==> config.mk <==
export PLATFORM = sky130hd
export DESIGN_NAME = fplw_walk
export DESIGN_NICKNAME = d
export VERILOG_FILES = /design/src/hdl/fplw_pkg.sv /design/src/hdl/fplw_walk.sv
export SDC_FILE = /design/constraint.sdc
export NUM_CORES = 1
export LEC_CHECK = 0
export BUFFER_PORTS_ARGS = -buffer_cell sky130_fd_sc_hd__buf_4
export CORE_AREA = 2 2 149 151
export CTS_BUF_LIST = sky130_fd_sc_hd__clkbuf_8
export CTS_CLUSTER_SIZE = 12
export DETAILED_ROUTE_END_ITERATION = 7
export DIE_AREA = 0 0 151 153
export GPL_TIMING_DRIVEN = 0
export HOLD_SLACK_MARGIN = 0.02
export PLACE_DENSITY = 0.39
export RECOVER_POWER = 50
export SKIP_CTS_REPAIR_TIMING = 1
export SYNTH_ARGS = -nofsm -noshare
export SYNTH_HDL_FRONTEND = slang
export SYNTH_SLANG_ARGS = --single-unit
==> constraint.sdc <==
create_clock -name clk -period 6.3 [get_ports clk]
set_clock_uncertainty 0.2 [all_clocks]
set_input_delay 1.26 -clock clk [delete_from_list [all_inputs] [get_ports clk]]
set_output_delay 1.26 -clock clk [all_outputs]
set_load 0.02 [all_outputs]
==> src/hdl/fplw_pkg.sv <==
`timescale 1ns / 1ps
// ----------------------------------------------------------------------------
// fplw_pkg
// Shared types and constants for the four-level page walk block.
// ----------------------------------------------------------------------------
package fplw_pkg;

  // default depth of the table memory in 64-bit words
  localparam int TABLE_WORDS_DEF = 4096;

  // bit widths fixed by the request and result formats
  localparam int PA_W    = 52;
  localparam int LIN_W   = 48;
  localparam int WIDX_W  = 12;
  localparam int ENTRY_W = 64;
  localparam int KIND_W  = 2;

  // page size flag in a table entry
  localparam int PS_BIT = 7;

  // request types
  localparam logic REQ_WRITE     = 1'b0;
  localparam logic REQ_TRANSLATE = 1'b1;

  // page kinds
  localparam logic [KIND_W-1:0] KIND_4K = 2'd0;
  localparam logic [KIND_W-1:0] KIND_2M = 2'd1;
  localparam logic [KIND_W-1:0] KIND_1G = 2'd2;
  localparam logic [KIND_W-1:0] KIND_BAD = 2'd3;

  typedef struct packed {
    logic               req_type;
    logic [LIN_W-1:0]   linear_addr;
    logic [WIDX_W-1:0]  word_index;
    logic [ENTRY_W-1:0] entry_value;
  } req_item_t;

  typedef struct packed {
    logic [PA_W-1:0]   phys_addr;
    logic [KIND_W-1:0] page_kind;
  } res_item_t;

  typedef struct packed {
    logic wr_en;
    logic rd_en;
  } mem_ctl_t;

  typedef enum logic [2:0] {
    ST_IDLE,
    ST_L4,
    ST_L3,
    ST_L2,
    ST_L1
  } walk_state_t;

endpackage

==> src/hdl/fplw_walk.sv <==
`timescale 1ns / 1ps
// ----------------------------------------------------------------------------
// fplw_walk
// Walk sequencer: table writes, four-level lookup and result formation.
// ----------------------------------------------------------------------------
module fplw_walk #(
  parameter int ADDR_W = $clog2(fplw_pkg::TABLE_WORDS_DEF)
) (
  input  logic                          clk,
  input  logic                          rst,
  input  logic                          req_valid,
  output logic                          req_ready,
  input  fplw_pkg::req_item_t           req_data,
  input  logic [fplw_pkg::PA_W-1:0]     root_base,
  input  logic [fplw_pkg::ENTRY_W-1:0]  rd_data,
  input  logic                          slot_free,
  output fplw_pkg::mem_ctl_t            mem_ctl,
  output logic [ADDR_W-1:0]             mem_addr,
  output logic [fplw_pkg::ENTRY_W-1:0]  mem_wdata,
  output logic                          res_load,
  output fplw_pkg::res_item_t           res_item
);

  fplw_pkg::walk_state_t state, state_next;
  logic [fplw_pkg::LIN_W-1:0] lin;

  logic        accept;
  logic        is_write;
  logic        ps;
  logic [39:0] frame;
  logic [8:0]  idx;

  assign accept   = req_valid && req_ready;
  assign is_write = (req_data.req_type == fplw_pkg::REQ_WRITE);
  assign ps       = rd_data[fplw_pkg::PS_BIT];

  always_ff @(posedge clk) begin
    if (rst) begin
      state <= fplw_pkg::ST_IDLE;
    end else begin
      state <= state_next;
    end
  end

  always_ff @(posedge clk) begin
    if (accept && !is_write) begin
      lin <= req_data.linear_addr;
    end
  end

  // next state
  always_comb begin
    state_next = state;
    unique case (state)
      fplw_pkg::ST_IDLE: begin
        if (req_valid && !is_write) begin
          state_next = fplw_pkg::ST_L4;
        end
      end
      fplw_pkg::ST_L4: begin
        state_next = fplw_pkg::ST_L3;
      end
      fplw_pkg::ST_L3: begin
        if (!ps) begin
          state_next = fplw_pkg::ST_L2;
        end else if (slot_free) begin
          state_next = fplw_pkg::ST_IDLE;
        end
      end
      fplw_pkg::ST_L2: begin
        if (!ps) begin
          state_next = fplw_pkg::ST_L1;
        end else if (slot_free) begin
          state_next = fplw_pkg::ST_IDLE;
        end
      end
      fplw_pkg::ST_L1: begin
        if (slot_free) begin
          state_next = fplw_pkg::ST_IDLE;
        end
      end
      default: state_next = fplw_pkg::ST_IDLE;
    endcase
  end

  // outputs
  always_comb begin
    req_ready = 1'b0;
    mem_ctl   = '0;
    mem_wdata = req_data.entry_value;
    res_load  = 1'b0;
    res_item  = '0;
    frame     = rd_data[51:12];
    idx       = lin[38:30];
    unique case (state)
      fplw_pkg::ST_IDLE: begin
        // no request is taken while in reset
        req_ready    = !rst;
        frame        = root_base[51:12];
        idx          = req_data.linear_addr[47:39];
        mem_ctl.wr_en = req_valid && !rst && is_write;
        mem_ctl.rd_en = req_valid && !rst && !is_write;
      end
      fplw_pkg::ST_L4: begin
        mem_ctl.rd_en = 1'b1;
        idx           = lin[38:30];
      end
      fplw_pkg::ST_L3: begin
        idx                = lin[29:21];
        mem_ctl.rd_en      = !ps;
        res_load           = ps && slot_free;
        res_item.phys_addr = {rd_data[51:30], lin[29:0]};
        res_item.page_kind = fplw_pkg::KIND_1G;
      end
      fplw_pkg::ST_L2: begin
        idx                = lin[20:12];
        mem_ctl.rd_en      = !ps;
        res_load           = ps && slot_free;
        res_item.phys_addr = {rd_data[51:21], lin[20:0]};
        res_item.page_kind = fplw_pkg::KIND_2M;
      end
      fplw_pkg::ST_L1: begin
        res_load           = slot_free;
        res_item.phys_addr = {rd_data[51:12], lin[11:0]};
        res_item.page_kind = fplw_pkg::KIND_4K;
      end
      default: begin
        mem_ctl = '0;
      end
    endcase
    // table word index wraps modulo the memory depth
    if (state == fplw_pkg::ST_IDLE && is_write) begin
      mem_addr = ADDR_W'(req_data.word_index);
    end else begin
      mem_addr = ADDR_W'({frame, idx});
    end
  end

endmodule

# [After elaboration in Yosys (flattened, before gate mapping)]
# Index checks and enable logic that the tools add are counted.
[classes] eq_ne=5 mux=13 bitwise_logic=1 n_reduce_logical=12
[ops] operator="$pmux W54 S3" count=1
[ops] operator="$pmux W9 S3" count=1
[ops] operator="$mux W3" count=5
[ops] operator="$pmux W3 S5" count=1
[ops] operator="$mux W12" count=1
[ops] operator="$logic_and A1 B1 Y1" count=8
[ops] operator="$eq A3 B2 Y1 const B" count=2
[ops] operator="$eq A3 B1 Y1 const B" count=1
[ops] operator="$eq A3 B3 Y1 const B" count=1
[ops] operator="$logic_not A3 Y1" count=1
[ops] operator="$pmux W1 S3" count=1
[ops] operator="$logic_not A1 Y1" count=2
[ops] operator="$mux W1" count=2
[ops] operator="$ne A2 B2 Y1 const B" count=1
[ops] operator="$pmux W1 S2" count=1
[ops] operator="$reduce_or A2 Y1" count=1
[ops] operator="$not A1 Y1" count=1
[totals] register_bits=42 out_inout_bits=134 wordCells=33

# [Longest topological paths before layout]
# Gate-level depths: netlist (run 1).
[logic_depth] ltp_word=4 depth_mapped=6

# [Least setup slack after synthesis (run 1)]
# Ideal clock, no wire load.
[synth_path] path_kind="in2out" from="input req_data[124] in the netlist's numbering" to="output mem_addr[0]" arrival_time_ns=2.455 setup_slack_ns=2.385 path_stages=5 path_cell_list="buf_2 or4_1 buf_2 buf_6 a31oi_1"
[synth_via] elab_chain_len=3
[synth_lines] item="start, declared" line="fplw_walk.sv:13" source="input fplw_pkg::req_item_t req_data,"
[synth_lines] item="$not A1 Y1" line="fplw_walk.sv:34" source="assign is_write = (req_data.req_type == fplw_pkg::REQ_WRITE);"
[synth_lines] item="$logic_and A1 B1 Y1" line="fplw_walk.sv:132" source="if (state == fplw_pkg::ST_IDLE && is_write) begin"
[synth_lines] item="$mux W12" line="fplw_walk.sv:132"
[synth_lines] item="end, declared" line="fplw_walk.sv:18" source="output logic [ADDR_W-1:0] mem_addr,"
# No other way between the ends.

# [Worst setup path after layout (run 1)]
[layout_path] from="input req_data[124] in the netlist's numbering" to="output mem_addr[1]"
# Same word-level chain as after synthesis.

==> flow_metrics.py, run 1 <==
metrics = {
    "grt": {
        "grt_pass1_vias": 3325,
        "grt_remaining_overflow": 0,
        "grt_max_degree": 25,
        "antenna_found_initial": 1,
        "grt_pass1_wl_um": 19090,
        "grt_use_total_pct": 10.97,
    },
    "setup_path": {
        "cp.depth": 6,
        "cpPeakStageDelay_ps": 460,
        "cp_num_buf_inv": 4,
        "reg2reg_depth": 6,
        "slowest_stage": "or4_1",
        "critPathLaunch": "req_data[124]",
        "start_kind": "input port",
        "r2r_start": "state[0]",
        "crit_chain": "clkbuf_1, or4_1, buf_2, buf_6, a31oi_1, buf_4",
        "crit_fanout": 10,
        "end_kind": "output pin",
        "crit_type": "input port to output pin",
        "critPathArrivalTime_ps": 2640,
        "worstPathRequired_ps": 4840,
        "cp_top_family": "buffers and inverters",
    },
    "detailed_routing": {
        "drt_iter0_markers": 86,
        "wl_um": 13490,
        "wl_per_cell_um": 16.08,
        "vias": 3235,
        "avgViaCountPerCell": 3.856,
        "post-route-drc-count": 0,
        "ant_nets": 0,
        "drt_pass1_iterations": 4,
    },
    "yosys": {
        "yosysMostFrequentCell": "buf_4",
        "synth_common_cells": "66 x buf_4, 39 x edfxtp_1, 39 x nor2b_1, 29 x o21ai_0",
        "synth_area_mm2": 0.002953,
        "ys.flop_type": "edfxtp_1",
        "synth.largest_area_cell": "edfxtp_1",
        "yosys_warnings": 0,
        "yosysTopAreaCellShare_pct": 39.66,
        "yosysUniqueCellTypes": 35,
        "synthArstFlopShare_pct": 0,
        "synthesis.nets": 553,
        "syn_inst": 308,
        "synth_edf_count": 39,
        "syn_avg_cell_area_um2": 9.587,
        "synth-seq-area-share_pct": 41.69,
        "synth_seq_cells": 42,
        "synth_area_leaders": "edfxtp_1 40%, buf_4 17%, nor2b_1 8.3%",
    },
    "clock_tree": {
        "cts_tree": "yes",
        "numCtsBuffers": 5,
        "h-tree-depth": 2,
        "path_clk_slew_ps": 80,
        "numClockSinks": 42,
        "cts_buffer_depth": 2,
        "clockRootBuffer": "clkbuf_8",
        "clk_latency_ps": 290,
    },
    "placement": {
        "dpl.cell_count": 830,
        "dpl_cell_area_mm2": 0.005134,
        "port-buffer-count": 241,
        "post-place-ws_ps": 2279,
        "gp_congestion": 0.7855,
        "dp_hpwl_um": 11630,
    },
    "final_layout": {
        "nets": 802,
        "fin_area_mm2": 0.005122,
        "drive_above_1_share_pct": 53.05,
        "syn_to_final_growth_pct": 73.47,
        "final_cells": 839,
    },
    "floorplanning": {
        "core_mm2": 0.02149,
        "start_util_pct": 13.74,
        "die_y_um": 153,
        "ioPinCount": 379,
        "fp.dieW_um": 151,
        "die_area_mm2": 0.02310,
        "rows": 54,
    },
    "sta": {
        "slew_violations": 0,
        "hold_viol": 0,
        "setup_viol_count_final": 0,
        "setup_tns_ps": 0,
        "slew_headroom_pct": 12.89,
        "min_period_over_period_pct": 65.12,
        "worst_pin_slew_ps": 1307,
        "finalCriticalPeriod_ps": 4103,
        "finalWorstSetupSlack_ps": 2197,
        "max_freq_mhz": 243.8,
        "rsz0062_at_grt": "false",
    },
    "worst_hold_path": {
        "hold_class": "flop to flop",
        "holdPathStages": 3,
        "hold_start": "state[1]",
    },
    "power_and_ir_drop": {
        "power.leakage_nw": 2.266,
        "powerDensity_mw_per_mm2": 160.3,
        "total_power_uw": 821.4,
        "vdd_drop_max_v": 0.00007195,
    },
    "job": {
        "drv_cap": 0,
    },
    "outcome": {
        "status": "finished, final reports clean",
    },
}
sequential cells by signal, summed over array words and instances (netlist names):
register and flops:
lin 39, state 3
kinds of logic after synthesis:
group           Yosys count  synth area share, %
compound gates           61                12.88
buf+inv                  87                20.42
flops                    42                41.69
mux                      21                7.119
simple gates             97                17.88
layer usage:
layer / part of all wire [%] / up-vias / global-route usage [%]
met3: 8.6 / 17 / 2.627
li1: - / 1511 / -
met2: 57 / 197 / 22.47
met5: 0 / - / 0
met4: 1.7 / 0 / 2.715
met1: 33 / 1510 / 10.69
cells in the final DEF (no fill, tap or decap), types with 9 or more instances in the layout:
cell,synthesis,layout
mux2i_1,21,21
buf_4,66,241
nor2b_1,39,39
clkbuf_1,10,39
nand2_1,21,21
clkbuf_4,0,39
a31oi_1,9,9
nor2_1,14,14
edfxtp_1,39,39
o21ai_0,29,29
power by group:
part	switching, mW	internal (mW)	leakage (nW)
clock	0.0981	0.116	0.0607
sequential	0.00368	0.315	0.381
combinational	0.145	0.145	1.82
total	0.246	0.575	2.27
metrics by stage:
step / util (%) / hold WS (ps)
after floorplan: - / 459.7
after global placement: 23.79 / 507.1
after detailed placement: 23.89 / 538.9
after CTS: 24.39 / 545.0
after global routing: 23.83 / 616.9
final: 23.84 / 555.6
worst min-delay path: stages, from the launching register on:
cell and delay (ps):
dfxtp_1 420, nor3b_2 80, a32oi_1 160, nor2_1 50
path summary, 6_finish.rpt:
kind                  to  slack, ps
max          mem_addr[1]       2200
min reg2reg     state[2]        560
min             state[2]        560
max reg2reg      lin[26]       2800
cell type report:
type | instances | area [um2]
Inverter | 3 | 11.26
Timing Repair Buffer | 242 | 1712
Antenna cell | 1 | 2.502
Clock buffer | 5 | 68.82
Tap cell | 280 | 350.3
Sequential cell | 42 | 1231
Buffer | 84 | 590.6
Clock inverter | 3 | 37.54
Multi-Input combinational cell | 179 | 1119
Fill cell | 2438 | 16360
No activity file was read; power rests on OpenSTA's default activity.
==> run 2: changes to the inputs <==
Settings changed: PLACE_DENSITY 0.39 to 0.41.
Clock period 6.3 ns to 3.75 ns, I/O delays scaled along.
==> run 2 against run 1 <==
Total power up 58%. First-iteration DRC count up 31%. Global-route usage down 0.10 points. Largest power group unchanged.
==> flow_metrics.py, run 2 (same netlist as run 1, synthesis figures left out) <==
metrics = {
    "outcome": {
        "status": "finished, final reports clean",
    },
    "sta": {
        "slew_headroom_pct": 43.07,
        "worst_pin_slew_ps": 853.9,
        "rsz0062_at_grt": "false",
        "setup_tns_ps": 0,
        "setup_viol_count_final": 0,
        "finalCriticalPeriod_ps": 3138,
        "slew_violations": 0,
        "hold_viol": 0,
        "max_freq_mhz": 318.7,
        "min_period_over_period_pct": 83.68,
    },
    "detailed_routing": {
        "avgViaCountPerCell": 3.791,
        "vias": 3177,
        "ant_nets": 0,
        "wl_um": 13610,
        "wl_per_cell_um": 16.24,
        "drt_iter0_markers": 113,
        "post-route-drc-count": 0,
        "drt_pass1_iterations": 4,
    },
    "placement": {
        "dpl.cell_count": 830,
        "gp_congestion": 0.7826,
        "dp_hpwl_um": 11640,
        "port-buffer-count": 241,
    },
    "job": {
        "drv_cap": 0,
    },
    "setup_path": {
        "crit_type": "flop to output pin",
        "critPathArrivalTime_ps": 2190,
        "start_kind": "flop",
        "crit_fanout": 10,
        "worstPathRequired_ps": 2800,
        "end_kind": "output pin",
    },
    "grt": {
        "grt_max_degree": 25,
        "grt_use_total_pct": 10.87,
        "grt_pass1_wl_um": 18910,
        "grt_pass1_vias": 3278,
        "grt_remaining_overflow": 0,
        "antenna_found_initial": 0,
    },
    "floorplanning": {
        "start_util_pct": 13.74,
        "core_mm2": 0.02149,
        "ioPinCount": 379,
        "die_area_mm2": 0.02310,
        "rows": 54,
        "die_y_um": 153,
        "fp.dieW_um": 151,
    },
    "final_layout": {
        "antennaDiodeCount": 0,
        "most-common-layout-cells": "204 x buf_4, 75 x clkbuf_1, 39 x nor2b_1, 39 x clkbuf_4, 39 x edfxtp_1",
        "final_cells": 838,
        "syn_to_final_growth_pct": 68.39,
        "reg_top3": "lin (39), state (3)",
        "final_util_pct": 23.14,
        "layout_commonest_cell": "buf_4",
        "drive_above_1_share_pct": 46.59,
        "num-fill-cells": 2448,
        "largest_register_ffs": 39,
        "regMostFlops": "lin",
        "nets": 802,
    },
    "power_and_ir_drop": {
        "power.leakage_nw": 2.124,
        "powerDensity_mw_per_mm2": 260.5,
        "vdd_drop_max_v": 0.0001297,
        "total_power_mw": 1.295,
    },
    "clock_tree": {
        "clk_latency_ps": 300,
        "cts_tree": "yes",
        "numClockSinks": 42,
        "numCtsBuffers": 5,
        "cts_buffer_depth": 2,
        "path_clk_slew_ps": 80,
        "h-tree-depth": 2,
        "clockRootBuffer": "clkbuf_8",
    },
    "worst_hold_path": {
        "hold_class": "input port to flop",
    },
}
-- run 2: final timing paths --
path,start,depth (start not counted),slack (ps),endpoint
max,state[0],6,610,res_item[28]
min,req_data[98],1,440,lin[22]
max reg2reg,state[0],6,1080,lin[34]
min reg2reg,state[1],3,560,state[2]
-- run 2: power by group --
part | leakage, nW | internal (mW) | switching (mW)
clock | 0.0468 | 0.126 | 0.163
combinational | 1.70 | 0.227 | 0.243
sequential | 0.381 | 0.529 | 0.00675
total | 2.12 | 0.882 | 0.414
-- run 2: layout make-up --
type	instances	area [um2]	area share, %
clock buffer	5	68.82	1.384
clock inverter	3	12.51	0.2516
sequential	42	1231	24.76
buffer	84	590.6	11.88
timing repair buffer	242	1589	31.96
tap	280	350.3	7.046
multi-input combinational	179	1119	22.50
inverter	3	11.26	0.2265
-- run 2: through the flow --
step	hold WS (ps)	setup WS (ps)	cell area [um2]
finish	440.8	612.1	4972
global route	420.4	446.4	4972
CTS	403.0	624.9	5215
detailed placement	551.4	722.6	5134
global placement	502.2	466.8	5112
floorplan	459.7	827.8	2953
-- run 2: critical path: stages (launching register included) --
cell,delay (ps)
dfxtp_1,330
buf_4,160
buf_4,200
clkbuf_1,630
mux2i_1,160
o21ai_0,220
buf_4,180
-- run 2: per-layer routing --
layer  GRT usage (%)  part of all wire [%]  vias to the layer above
met5               0                     0                        -
met4           2.092                  0.95                        0
met3           2.149                   8.5                        8
met2           22.47                    56                      191
met1           10.94                    34                     1467
li1                -                     -                     1511
